===== config.mk =====
export PLATFORM = sky130hd
export DESIGN_NAME = ascii_hex_frame_receiver_lrc_top
export DESIGN_NICKNAME = d
export VERILOG_FILES = /design/src/ahfr_pkg.sv /design/src/ascii_hex_frame_receiver_lrc_top.sv /design/src/ahfr_in_reg.sv /design/src/ahfr_core.sv /design/src/ahfr_out_reg.sv
export VERILOG_INCLUDE_DIRS = /design/src /design/src/src
export SDC_FILE = /design/constraint.sdc
export NUM_CORES = 1
export LEC_CHECK = 0
export BUFFER_PORTS_ARGS = -buffer_cell sky130_fd_sc_hd__buf_2
export CAP_MARGIN = 20
export CORE_UTILIZATION = 40
export CTS_CLUSTER_DIAMETER = 80
export DETAILED_ROUTE_END_ITERATION = 8
export SETUP_SLACK_MARGIN = 0.1
export SYNTH_ARGS = -nofsm -noshare
export SYNTH_HDL_FRONTEND = slang
export SYNTH_SLANG_ARGS = --single-unit

===== constraint.sdc =====
create_clock -name clk -period 7.2 [get_ports clk]
set_input_delay 0.36 -clock clk [delete_from_list [all_inputs] [get_ports clk]]
set_output_delay 0.36 -clock clk [all_outputs]
set_load 0.05 [all_outputs]

===== src/ascii_hex_frame_receiver_lrc_top_assert.svh =====
// Assertion macros used by the receiver core (ahfr_core).
`ifndef ASCII_HEX_FRAME_RECEIVER_LRC_TOP_ASSERT_SVH
`define ASCII_HEX_FRAME_RECEIVER_LRC_TOP_ASSERT_SVH

`ifndef SYNTHESIS

// implication checked at every rising clock edge outside reset
`define AHFR_ASSERT_IMPL(lbl, ante, cons) \
    lbl: assert property (@(posedge clk) disable iff (!rst_n) (ante) |-> (cons)) \
        else $error("ahfr assertion failed");

// implication whose consequent is checked on the next clock edge
`define AHFR_ASSERT_NEXT(lbl, ante, cons) \
    lbl: assert property (@(posedge clk) disable iff (!rst_n) (ante) |=> (cons)) \
        else $error("ahfr assertion failed");

`else

`define AHFR_ASSERT_IMPL(lbl, ante, cons)
`define AHFR_ASSERT_NEXT(lbl, ante, cons)

`endif

`endif


===== src/ahfr_pkg.sv =====
package ahfr_pkg;

    typedef enum logic [1:0] {
        MODE_IDLE  = 2'd0,
        MODE_FRAME = 2'd1,
        MODE_CR    = 2'd2
    } rx_mode_t;

    localparam logic [1:0] ST_OK     = 2'd0;
    localparam logic [1:0] ST_FORMAT = 2'd1;
    localparam logic [1:0] ST_LRC    = 2'd2;
    localparam logic [1:0] ST_ABORT  = 2'd3;

    localparam logic [7:0] CH_COLON = 8'h3A;
    localparam logic [7:0] CH_CR    = 8'h0D;
    localparam logic [7:0] CH_LF    = 8'h0A;
    localparam logic [7:0] CH_0     = 8'h30;
    localparam logic [7:0] CH_UA    = 8'h41;
    localparam logic [7:0] CH_LA    = 8'h61;

    localparam int CHAR_CNT_W = 8;
    localparam int BYTE_CNT_W = 7;

    typedef struct packed {
        logic                  is_frame_end;
        logic [7:0]            data_byte;
        logic [1:0]            frame_status;
        logic [BYTE_CNT_W-1:0] frame_length;
    } result_t;

    // {is_hex, nibble}; non-hex characters decode as nibble 0
    function automatic logic [4:0] hex_decode(input logic [7:0] c);
        logic [7:0] d;
        begin
            d = 8'h00;
            hex_decode = 5'h00;
            if (c inside {[8'h30:8'h39]}) begin
                d = c - CH_0;
                hex_decode = {1'b1, d[3:0]};
            end
            else if (c inside {[8'h41:8'h46]}) begin
                d = c - CH_UA + 8'd10;
                hex_decode = {1'b1, d[3:0]};
            end
            else if (c inside {[8'h61:8'h66]}) begin
                d = c - CH_LA + 8'd10;
                hex_decode = {1'b1, d[3:0]};
            end
        end
    endfunction

endpackage


===== src/ascii_hex_frame_receiver_lrc_top.sv =====
// Receive side of an ASCII hex framed link with LRC check.
// Slave channel s_*: one received character per transaction in s_tdata.
// Master channel m_*: one result per transaction. m_tlast low carries a
// decoded data byte; m_tlast high carries the frame-end status and the count
// of data bytes sent for that frame. Data bytes go out one pair late, so the
// trailing LRC byte never appears; discard the frame when status is nonzero
// (1 format, 2 LRC mismatch, 3 aborted).
// Timing: a character passes an input register and a result register. Its
// result is loaded into the result register when that register is free, and
// m_tvalid is driven from the result register. Characters that give no result
// simply vanish. One character per cycle is taken sustained while m_tready
// stays high; the decode and the next frame state are computed combinationally
// between the two registers.
// Reset (rst_n low, async) empties both registers and returns the receiver
// to idle, waiting for a colon.
// When m_tready is low the result register holds its item, the input register
// fills, and s_tready drops until the result is taken.
module ascii_hex_frame_receiver_lrc_top #(
    parameter int MAX_FRAME_CHARS = 255
) (
    input  logic        clk,
    input  logic        rst_n,
    input  logic        s_tvalid,
    output logic        s_tready,
    input  logic [7:0]  s_tdata,   // [7:0] rx_byte
    output logic        m_tvalid,
    input  logic        m_tready,
    output logic [23:0] m_tdata,   // [7:0] data_byte, [9:8] frame_status,
                                   // [16:10] frame_length, [23:17] zero
    output logic        m_tlast    // is_frame_end
);

    logic              in_valid;
    logic [7:0]        in_byte;
    logic              out_free;
    logic              step;
    logic              res_valid;
    ahfr_pkg::result_t res;
    ahfr_pkg::result_t out_res;

    assign step = in_valid && out_free;

    ahfr_in_reg u_in_reg (
        .clk      (clk),
        .rst_n    (rst_n),
        .s_tvalid (s_tvalid),
        .s_tready (s_tready),
        .s_tdata  (s_tdata),
        .take     (out_free),
        .in_valid (in_valid),
        .in_byte  (in_byte)
    );

    ahfr_core #(
        .MAX_FRAME_CHARS (MAX_FRAME_CHARS)
    ) u_core (
        .clk       (clk),
        .rst_n     (rst_n),
        .step      (step),
        .rx_byte   (in_byte),
        .res_valid (res_valid),
        .res       (res)
    );

    ahfr_out_reg u_out_reg (
        .clk       (clk),
        .rst_n     (rst_n),
        .step      (step),
        .res_valid (res_valid),
        .res       (res),
        .out_free  (out_free),
        .m_tvalid  (m_tvalid),
        .m_tready  (m_tready),
        .out_res   (out_res)
    );

    assign m_tlast = out_res.is_frame_end;
    assign m_tdata = {7'b0, out_res.frame_length, out_res.frame_status, out_res.data_byte};

endmodule


===== src/ahfr_in_reg.sv =====
module ahfr_in_reg (
    input  logic       clk,
    input  logic       rst_n,
    input  logic       s_tvalid,
    output logic       s_tready,
    input  logic [7:0] s_tdata,
    input  logic       take,
    output logic       in_valid,
    output logic [7:0] in_byte
);

    logic       valid_reg;
    logic       valid_next;
    logic [7:0] byte_reg;

    assign s_tready = !valid_reg || take;

    always_comb
    begin
        valid_next = valid_reg;
        if (s_tready)
        begin
            valid_next = s_tvalid;
        end
    end

    always_ff @(posedge clk or negedge rst_n)
    begin
        if (!rst_n)
        begin
            valid_reg <= 1'b0;
        end
        else
        begin
            valid_reg <= valid_next;
        end
    end

    always_ff @(posedge clk)
    begin
        if (s_tvalid && s_tready)
        begin
            byte_reg <= s_tdata;
        end
    end

    assign in_valid = valid_reg;
    assign in_byte  = byte_reg;

endmodule


===== src/ahfr_core.sv =====
`include "ascii_hex_frame_receiver_lrc_top_assert.svh"

module ahfr_core #(
    parameter int MAX_FRAME_CHARS = 255
) (
    input  logic             clk,
    input  logic             rst_n,
    input  logic             step,
    input  logic [7:0]       rx_byte,
    output logic             res_valid,
    output ahfr_pkg::result_t res
);

    localparam logic [ahfr_pkg::CHAR_CNT_W-1:0] MAX_CC =
        ahfr_pkg::CHAR_CNT_W'(MAX_FRAME_CHARS);

    ahfr_pkg::rx_mode_t                  mode_reg, mode_next;
    logic [ahfr_pkg::CHAR_CNT_W-1:0]     char_count_reg, char_count_next;
    logic                                nibble_phase_reg, nibble_phase_next;
    logic [3:0]                          high_nibble_reg, high_nibble_next;
    logic [7:0]                          held_byte_reg, held_byte_next;
    logic                                have_held_reg, have_held_next;
    logic [7:0]                          lrc_sum_reg, lrc_sum_next;
    logic                                bad_char_reg, bad_char_next;
    logic [ahfr_pkg::BYTE_CNT_W-1:0]     byte_count_reg, byte_count_next;

    logic [ahfr_pkg::CHAR_CNT_W-1:0] cc_inc;
    logic [4:0]                      hex;
    logic [7:0]                      pair_value;

    assign cc_inc     = char_count_reg + 1'b1;
    assign hex        = ahfr_pkg::hex_decode(rx_byte);
    assign pair_value = {high_nibble_reg, hex[3:0]};

    always_comb
    begin
        mode_next         = mode_reg;
        char_count_next   = char_count_reg;
        nibble_phase_next = nibble_phase_reg;
        high_nibble_next  = high_nibble_reg;
        held_byte_next    = held_byte_reg;
        have_held_next    = have_held_reg;
        lrc_sum_next      = lrc_sum_reg;
        bad_char_next     = bad_char_reg;
        byte_count_next   = byte_count_reg;
        res_valid         = 1'b0;
        res               = '0;

        // frame-end items report the count before any reopen
        res.frame_length  = '0;

        case (mode_reg)
            ahfr_pkg::MODE_IDLE:
            begin
                if (rx_byte == ahfr_pkg::CH_COLON)
                begin
                    mode_next = ahfr_pkg::MODE_FRAME;
                end
            end
            ahfr_pkg::MODE_CR:
            begin
                res_valid          = 1'b1;
                res.is_frame_end   = 1'b1;
                res.frame_length   = byte_count_reg;
                if (rx_byte == ahfr_pkg::CH_COLON)
                begin
                    res.frame_status = ahfr_pkg::ST_ABORT;
                    mode_next        = ahfr_pkg::MODE_FRAME;
                end
                else
                begin
                    mode_next = ahfr_pkg::MODE_IDLE;
                    if (rx_byte != ahfr_pkg::CH_LF)
                        res.frame_status = ahfr_pkg::ST_ABORT;
                    else if (bad_char_reg || nibble_phase_reg || !have_held_reg)
                        res.frame_status = ahfr_pkg::ST_FORMAT;
                    else if (lrc_sum_reg != 8'h00)
                        res.frame_status = ahfr_pkg::ST_LRC;
                    else
                        res.frame_status = ahfr_pkg::ST_OK;
                end
            end
            ahfr_pkg::MODE_FRAME:
            begin
                if (rx_byte == ahfr_pkg::CH_COLON)
                begin
                    res_valid        = 1'b1;
                    res.is_frame_end = 1'b1;
                    res.frame_status = ahfr_pkg::ST_ABORT;
                    res.frame_length = byte_count_reg;
                end
                else
                begin
                    char_count_next = cc_inc;
                    if (rx_byte == ahfr_pkg::CH_CR)
                    begin
                        if (cc_inc >= MAX_CC)
                        begin
                            mode_next        = ahfr_pkg::MODE_IDLE;
                            res_valid        = 1'b1;
                            res.is_frame_end = 1'b1;
                            res.frame_status = ahfr_pkg::ST_ABORT;
                            res.frame_length = byte_count_reg;
                        end
                        else
                        begin
                            mode_next = ahfr_pkg::MODE_CR;
                        end
                    end
                    else
                    begin
                        if (!hex[4])
                            bad_char_next = 1'b1;
                        nibble_phase_next = !nibble_phase_reg;
                        if (!nibble_phase_reg)
                            high_nibble_next = hex[3:0];
                        if (cc_inc >= MAX_CC)
                        begin
                            // overflow drops any pair completed here
                            mode_next        = ahfr_pkg::MODE_IDLE;
                            res_valid        = 1'b1;
                            res.is_frame_end = 1'b1;
                            res.frame_status = ahfr_pkg::ST_ABORT;
                            res.frame_length = byte_count_reg;
                        end
                        else if (nibble_phase_reg)
                        begin
                            lrc_sum_next   = lrc_sum_reg + pair_value;
                            held_byte_next = pair_value;
                            have_held_next = 1'b1;
                            if (have_held_reg)
                            begin
                                res_valid       = 1'b1;
                                res.data_byte   = held_byte_reg;
                                byte_count_next = byte_count_reg + 1'b1;
                            end
                        end
                    end
                end
            end
            default:
            begin
                mode_next = ahfr_pkg::MODE_IDLE;
            end
        endcase

        // a colon in idle, frame or CR mode resets the frame context
        if (rx_byte == ahfr_pkg::CH_COLON && mode_reg != ahfr_pkg::MODE_IDLE
            && mode_reg != ahfr_pkg::MODE_FRAME && mode_reg != ahfr_pkg::MODE_CR)
        begin
            mode_next = ahfr_pkg::MODE_IDLE;
        end
        else if (rx_byte == ahfr_pkg::CH_COLON)
        begin
            char_count_next   = ahfr_pkg::CHAR_CNT_W'(1);
            nibble_phase_next = 1'b0;
            high_nibble_next  = '0;
            held_byte_next    = '0;
            have_held_next    = 1'b0;
            lrc_sum_next      = '0;
            bad_char_next     = 1'b0;
            byte_count_next   = '0;
        end
    end

    always_ff @(posedge clk or negedge rst_n)
    begin
        if (!rst_n)
        begin
            mode_reg <= ahfr_pkg::MODE_IDLE;
        end
        else if (step)
        begin
            mode_reg <= mode_next;
        end
    end

    always_ff @(posedge clk or negedge rst_n)
    begin
        if (!rst_n)
        begin
            char_count_reg   <= '0;
            nibble_phase_reg <= 1'b0;
            high_nibble_reg  <= '0;
            held_byte_reg    <= '0;
            have_held_reg    <= 1'b0;
            lrc_sum_reg      <= '0;
            bad_char_reg     <= 1'b0;
            byte_count_reg   <= '0;
        end
        else if (step)
        begin
            char_count_reg   <= char_count_next;
            nibble_phase_reg <= nibble_phase_next;
            high_nibble_reg  <= high_nibble_next;
            held_byte_reg    <= held_byte_next;
            have_held_reg    <= have_held_next;
            lrc_sum_reg      <= lrc_sum_next;
            bad_char_reg     <= bad_char_next;
            byte_count_reg   <= byte_count_next;
        end
    end

    `AHFR_ASSERT_IMPL(a_data_needs_held, step && res_valid && !res.is_frame_end, have_held_reg)
    `AHFR_ASSERT_NEXT(a_end_leaves_cr, step && res_valid && res.is_frame_end,
        mode_reg != ahfr_pkg::MODE_CR)
    `AHFR_ASSERT_IMPL(a_data_fields_clear, res_valid && !res.is_frame_end,
        res.frame_status == ahfr_pkg::ST_OK && res.frame_length == '0)

endmodule


===== src/ahfr_out_reg.sv =====
module ahfr_out_reg (
    input  logic              clk,
    input  logic              rst_n,
    input  logic              step,
    input  logic              res_valid,
    input  ahfr_pkg::result_t res,
    output logic              out_free,
    output logic              m_tvalid,
    input  logic              m_tready,
    output ahfr_pkg::result_t out_res
);

    logic              valid_reg;
    logic              valid_next;
    ahfr_pkg::result_t res_reg;

    assign out_free = !valid_reg || m_tready;

    always_comb
    begin
        valid_next = valid_reg;
        if (step)
        begin
            valid_next = res_valid;
        end
        else if (m_tready)
        begin
            valid_next = 1'b0;
        end
    end

    always_ff @(posedge clk or negedge rst_n)
    begin
        if (!rst_n)
        begin
            valid_reg <= 1'b0;
        end
        else
        begin
            valid_reg <= valid_next;
        end
    end

    always_ff @(posedge clk)
    begin
        if (step && res_valid)
        begin
            res_reg <= res;
        end
    end

    assign m_tvalid = valid_reg;
    assign out_res  = res_reg;

endmodule


# --- Word level (Yosys, flattened, before mapping) ---
# Index checks and enable logic that the tools add are counted.
totals:
  register_bits: 68
  latch_bits: 0
  mem_bits_rw: 0
  rom_bits: 0
  input_bits: 12
  output_inout_bits: 27
  n_memories: 0
op_classes:
  add_sub_neg: 8
  mul: 0
  n_div: 0
  magnitude_cmp: 7
  n_eq_ne: 10
  shifts: 0
  n_mux: 79
  bitwise_logic: 3
  reduce_logical: 23
op_table:
  columns: ["op", "n"]
  rows:
  - ["$mux 8", 18]
  - ["$mux 7", 8]
  - ["$mux 1", 28]
  - ["$mux 4", 6]
  - ["$mux 2", 10]
  - ["$mux 9", 2]
  - ["$pmux 9 s2", 1]
  - ["$ge 8x7->1 const B", 2]
  - ["$le 8x7->1 const B", 2]
  - ["$mux 5", 3]
  - ["$sub 4x1->4 const B", 3]
  - ["$logic_and 1x1->1", 9]
  - ["$add 4x4->4 const B", 2]
  - ["$add 8x1->8 const B", 1]
  - ["$add 8x8->8", 1]
  - ["$eq 8x4->1 const B", 1]
  - ["$eq 8x6->1 const B", 1]
  - ["$ge 8x6->1 const B", 1]
  - ["$ge 8x8->1 const B", 1]
  - ["$le 8x6->1 const B", 1]
  - ["$ne 8x4->1 const B", 1]
  - ["$reduce_bool 8->1", 1]
  - ["$add 7x1->7 const B", 1]
  - ["$pmux 2 s3", 1]
  - ["15 further kinds", 25]

# --- Depth between registers and ports, before layout ---
logic_depth:
  depth_word: 13
  mapped_depth: 14
  depth_no_buf: 14

# --- Modules after synthesis ---
# A second synthesis with hierarchy kept.
unflattened:
  cells_unflattened: 349
  area_unflattened_um2: 3722.3
modules_own_cells:
  columns: ["module", "instances", "cells_each", "area_per_inst_um2"]
  rows:
  - ["ahfr_core", 1, 306, 2770.2]
  - ["ahfr_out_reg", 1, 22, 595.6]
  - ["ahfr_in_reg", 1, 12, 294.0]
  - ["ascii_hex_frame_receiver_lrc_top", 1, 9, 62.6]

# --- Worst setup path before layout ---
# No wires, ideal clock.
synth_timing:
  path_type: "flip-flop to flip-flop"
  startpoint: "reg u_core.char_count_reg[0] (netlist bit)"
  endpoint: "reg u_out_reg.res_reg, in the netlist u_out_reg.out_res[0] (enable)"
  arrival_ns: 2.711
  slack_ns: 4.067
  path_stages_with_launch: 7
  path_buffers: 1
  path_cell_list: "dfrtp_1 -> ha_1 -> xor2_1 -> and3_1 -> buf_2 -> nand2_1 -> a211oi_1"
synth_via:
  elab_chain_cells: 7
synth_lines:
  columns: ["item", "line", "source"]
  rows:
  - ["start, declared", "ahfr_core.sv:18", "logic [ahfr_pkg::CHAR_CNT_W-1:0] char_count_reg, char_count_next;"]
  - ["start signal, assigned", "ahfr_core.sv:193", "char_count_reg <= char_count_next;"]
  - ["$add 8x1->8 (*)", "ahfr_core.sv:31", "assign cc_inc = char_count_reg + 1'b1;"]
  - ["$ge 8x8->1 (*)", "ahfr_core.sv:97, ahfr_core.sv:117", null]
  - ["$mux 1, on equally long branches", "ahfr_core.sv:117, ahfr_core.sv:97", null]
  - ["$mux 1 (*)", "ahfr_core.sv:95", "if (rx_byte == ahfr_pkg::CH_CR)"]
  - ["$mux 1 (*)", "ahfr_core.sv:85", "if (rx_byte == ahfr_pkg::CH_COLON)"]
  - ["$pmux 1 s2 (*)", "ahfr_core.sv:52", "case (mode_reg)"]
  - ["$logic_and 1x1->1 (*)", "ahfr_out_reg.sv:46", "if (step && res_valid)"]
  - ["end signal, assigned", "ahfr_out_reg.sv:48", "res_reg <= res;"]
  - ["end, declared", "ahfr_out_reg.sv:15", "ahfr_pkg::result_t res_reg;"]
# Mark *: on every way between the ends. The rest lies on a longest branch, timed or not.
# A chain may end at the register's enable or synchronous reset.

# --- Worst setup path after layout ---
layout_timing:
  startpoint: "reg u_in_reg.byte_reg[0] (netlist: u_in_reg.in_byte[0])"
  endpoint: "reg u_core.lrc_sum_reg[7]"
layout_via:
  elab_chain_cells: 13
layout_lines:
  columns: ["item", "line", "source"]
  rows:
  - ["start, declared", "ahfr_in_reg.sv:14", "logic [7:0] byte_reg;"]
  - ["start signal, assigned", "ahfr_in_reg.sv:43", "byte_reg <= s_tdata;"]
  - ["$sub 4x1->4 (tied with other cells)", "ahfr_pkg.sv:42, ahfr_pkg.sv:46", null]
  - ["$add 4x4->4 / $logic_and 1x1->1 (equally long branches)", "ahfr_pkg.sv:42, ahfr_pkg.sv:46, ahfr_pkg.sv:45", null]
  - ["$mux 5", "ahfr_pkg.sv:45", "else if (c inside {[8'h61:8'h66]}) begin"]
  - ["$mux 5", "ahfr_pkg.sv:41", "else if (c inside {[8'h41:8'h46]}) begin"]
  - ["$mux 5", "ahfr_pkg.sv:37", "if (c inside {[8'h30:8'h39]}) begin"]
  - ["$add 8x8->8", "ahfr_core.sv:128", "lrc_sum_next = lrc_sum_reg + pair_value;"]
  - ["$mux 8", "ahfr_core.sv:126", "else if (nibble_phase_reg)"]
  - ["$mux 8", "ahfr_core.sv:117", "if (cc_inc >= MAX_CC)"]
  - ["$mux 8", "ahfr_core.sv:95", null]
  - ["$mux 8", "ahfr_core.sv:85", null]
  - ["$mux 8", "ahfr_core.sv:52", null]
  - ["$mux 8", "ahfr_core.sv:153", "else if (rx_byte == ahfr_pkg::CH_COLON)"]
  - ["$mux 8 (*)", "ahfr_core.sv:148", "if (rx_byte == ahfr_pkg::CH_COLON && mode_reg != ahfr_pkg::MODE_IDLE"]
  - ["end signal, assigned", "ahfr_core.sv:198", "lrc_sum_reg <= lrc_sum_next;"]
  - ["end, declared", "ahfr_core.sv:23", "logic [7:0] lrc_sum_reg, lrc_sum_next;"]
# Marks and branches as above.

==> reports/results.txt <==
Data required time at the worst endpoint: 7.48 ns. Summed over all instances, the cell type with the most area after synthesis is dfrtp_1. Of the cells placed in the final design, the portion with a size suffix greater than 1 is 17.1%. After detailed routing, the number of remaining DRC violations is 0.

For the worst ir drop on vdd, the log shows 0.0000929 V. The maximum number of pins on one net before global-route repair came out at 43. The max-slew violation total from the final report came out at 0. For the total clock sinks, the log shows 68. The number of enable-type register cells in the synthesized netlist works out to 26. In the synthesized netlist, the number of instances is 363. The run gives 3.49 ns as the critical path data arrival time. The minimum clock period after layout works out to 3.22 ns.

Setup violations remaining at the end of the flow were counted as 0. The tools report the cell chosen for the clock root as clkbuf_8. The cell area power density is 305 nW/um^2, and the CTS clock-pin slew for the worst setup and hold paths is 0.08 ns. The synthesized area divided by synthesized cell count is 10.4 um^2, and the largest driver fanout on the critical path is 6.

The logs give 3780 um^2 for the mapped cell area and 0 for the count of synthesis-stage warnings from yosys. For the number of levels in the clock H-tree, the log shows 3. In this run the horizontal extent of the chip is 99.2 um. Global route total overflow: 0. 39 I/O pins were placed. For flop-to-flop paths, the worst setup slack is 3.98 ns. The worst setup path is launched from a flip-flop. The total area inside the core boundary comes to 9200 um^2.

Setup total negative slack on the finished layout was measured at 0 ns. Hold is met by 0.186 ns. Sorting the synthesized cells by how often they occur yields dfrtp_1 (42), nand2_1 (33), nand3_1 (28). The critical path is of the flip-flop to flip-flop type.

For this run, the register share of the synthesized area comes to 48.4%. The die covers 9850 um^2. The hold violation total from the final report was 0. The top-area cell type share of the netlist area works out to 27.8%. The number of antenna violations at the first check in global routing is 0, and the global-route usage over all layers is 17.3%.

After detailed routing, the average wire length per cell comes to 15.4 um. The logs give 3.98 ns for the final worst-path setup slack and 9 for the clock buffer count from CTS. During placement, the flow inserted port buffers numbering 31.

Routability-driven placement finished with a final weighted congestion of 0.828. For the cell area after layout, the log shows 4210 um^2. The worst setup path is captured at a flip-flop. 0 antenna diodes ended up in the layout. The run finished with clean final reports. For this block, the via count after detailed routing is 2769.

The count of nets left with antenna violations once routing finished came out at 0. The clock latency reported for the late side of the worst-skew pair was 0.34 ns; the headroom to the max-slew limit was 38.5%. Before antenna repair, the detailed router went through 4 iterations. TritonCTS built the clock tree.

Synthesis inferred 68 register bits. The register with the most flip-flops in the layout has 18 of them. Of all flip-flops after synthesis, the portion carrying an async set or reset was 61.8%. After detailed placement, the total cell area comes to 3990 um^2. The detailed-placement wirelength estimate is 5470 um. The first global-routing pass estimated 13200 um of wire. The number of maximum-capacitance constraint violations is 0. The layout has 851 filler cells. The number of vias per cell works out to 5.44. The most frequent cell after synthesis was dfrtp_1. In this run, the number of DRC markers left after iteration 0 of detailed routing was 124. Based on the critical path, the design can be clocked at up to 0.311 GHz.

Of the available clock period, the critical path in the final layout requires 44.7%. The number of global-route vias before repair was 2545. In this run the static leakage power is 1.79 nW. In the post-synthesis netlist, the biggest area contributors are dfrtp_1 (28%), edfxtp_1 (21%), ha_1 (6.0%).

For the wire length after detailed routing, the log shows 7830 um. Summing all multi-input logic gate instances after layout gives 1800 um^2. For the pin with the worst max-slew slack, the measured transition is 0.919 ns. Before CTS, the worst setup slack after placement is 4.00 ns.

At the end of the flow, the number of nets in the layout was 424. The effective utilization at floorplan is 41.1%, and the sequential standard cell area is 1830 um^2. After synthesis, the netlist uses 68 different library cells. The min-delay analysis places its worst path in the category primary input to flip-flop. Setup repair after global routing left no endpoint under its margin. Floorplan die height: 99.2 um. After clock tree synthesis, the repair step resized 0 gates. No sink is reached through more buffers than the 2 on the longest clock path. Compared with the post-synthesis result, the final layout area differs by 11.3%. The floorplan has 35 rows.

Most instantiated flip-flop cell in the synthesis netlist: dfrtp_1. Between clock sinks in the finished design, the worst skew comes to 0.00991 ns.
## repair_timing
item	in CTS	in global routing
hold buffers	0	1
endpoints found under the hold margin	0	11
buffers inserted	0	0
## cell usage in the layout (no fill, tap or decap), types with 7 or more instances in the layout
| master | instances |
|---|---|
| ha_1 | 18 |
| clkbuf_8 | 10 |
| nand2_1 | 33 |
| dfrtp_1 | 42 |
| a21oi_1 | 20 |
| inv_1 | 15 |
| nor2_1 | 17 |
| o31ai_1 | 7 |
| edfxtp_1 | 26 |
| nand3_1 | 28 |
| and2_1 | 9 |
| buf_2 | 31 |
| conb_1 | 7 |
| o21ai_0 | 18 |
| and3_1 | 14 |
| nor3_1 | 8 |
## path summary, 6_finish.rpt
path / from / cells after the start / endpoint
max: u_in_reg.in_byte[0] / 12 / u_core.lrc_sum_reg[7]
min: s_tdata[2] / 1 / u_in_reg.in_byte[2]
max reg2reg: u_in_reg.in_byte[0] / 12 / u_core.lrc_sum_reg[7]
min reg2reg: u_core.held_byte_reg[1] / 2 / u_core.held_byte_reg[1]
max in group asynchronous: rst_n / 3 / u_core.held_byte_reg[1]
min in group asynchronous: rst_n / 2 / u_core.char_count_reg[3]
## cells by family (layout without fill, tap and decap cells)
| family | after synthesis | after routing | synth area share [%] |
|---|---|---|---|
| flip-flops | 68 | 68 | 48.4 |
| AO/OA/AOI/OAI | 90 | 90 | 17.9 |
| XOR/XNOR | 6 | 6 | 1.79 |
| adder cells (fa/ha/maj) | 19 | 19 | 6.49 |
| AND/OR/NAND/NOR | 143 | 143 | 20.6 |
| other | 1 | 7 | 0.0992 |
| buffers and inverters | 36 | 65 | 4.63 |
## per-layer routing
| layer | track usage [%] | part of all wire (%) | up-vias |
|---|---|---|---|
| met5 | 0 | 0 | - |
| met4 | 7.35 | 1.3 | 0 |
| met3 | 3.72 | 3.9 | 10 |
| met2 | 24.9 | 44 | 63 |
| met1 | 25.1 | 51 | 1299 |
| li1 | - | - | 1397 |
## area by class of cell
cell class / count / area share, %
sequential: 68 / 43.5
multi-input combinational: 265 / 42.8
timing repair buffer: 34 / 4.58
tap: 111 / 3.30
clock buffer: 10 / 3.27
inverter: 15 / 1.34
clock inverter: 6 / 1.16
## worst max-delay path: stages, from the launching register on
cell	delay, ns
edfxtp_1	0.45
inv_1	0.12
ha_1	0.24
o21bai_1	0.14
a21oi_1	0.13
or3b_2	0.47
a21oi_2	0.24
ha_1	0.32
nand3_1	0.11
o2111ai_1	0.13
and3_1	0.21
or4_1	0.46
a21oi_1	0.13
## power breakdown
part / total (W) / switching, W / leakage (nW) / internal [W]
registers: 0.000569 / 0.0000834 / 0.796 / 0.000485
clock network: 0.000295 / 0.000159 / 0.0851 / 0.000137
logic: 0.000418 / 0.000266 / 0.907 / 0.000152
## stage by stage
step,instances,utilization [%],total power (W)
after floorplan,369,-,0.000894
after global placement,491,43.4,0.000984
after detailed placement,491,43.4,0.000990
after CTS,507,45.4,0.00129
after global routing,509,45.8,0.00137
final,509,45.8,0.00128
No activity file was read; power rests on OpenSTA's default activity.
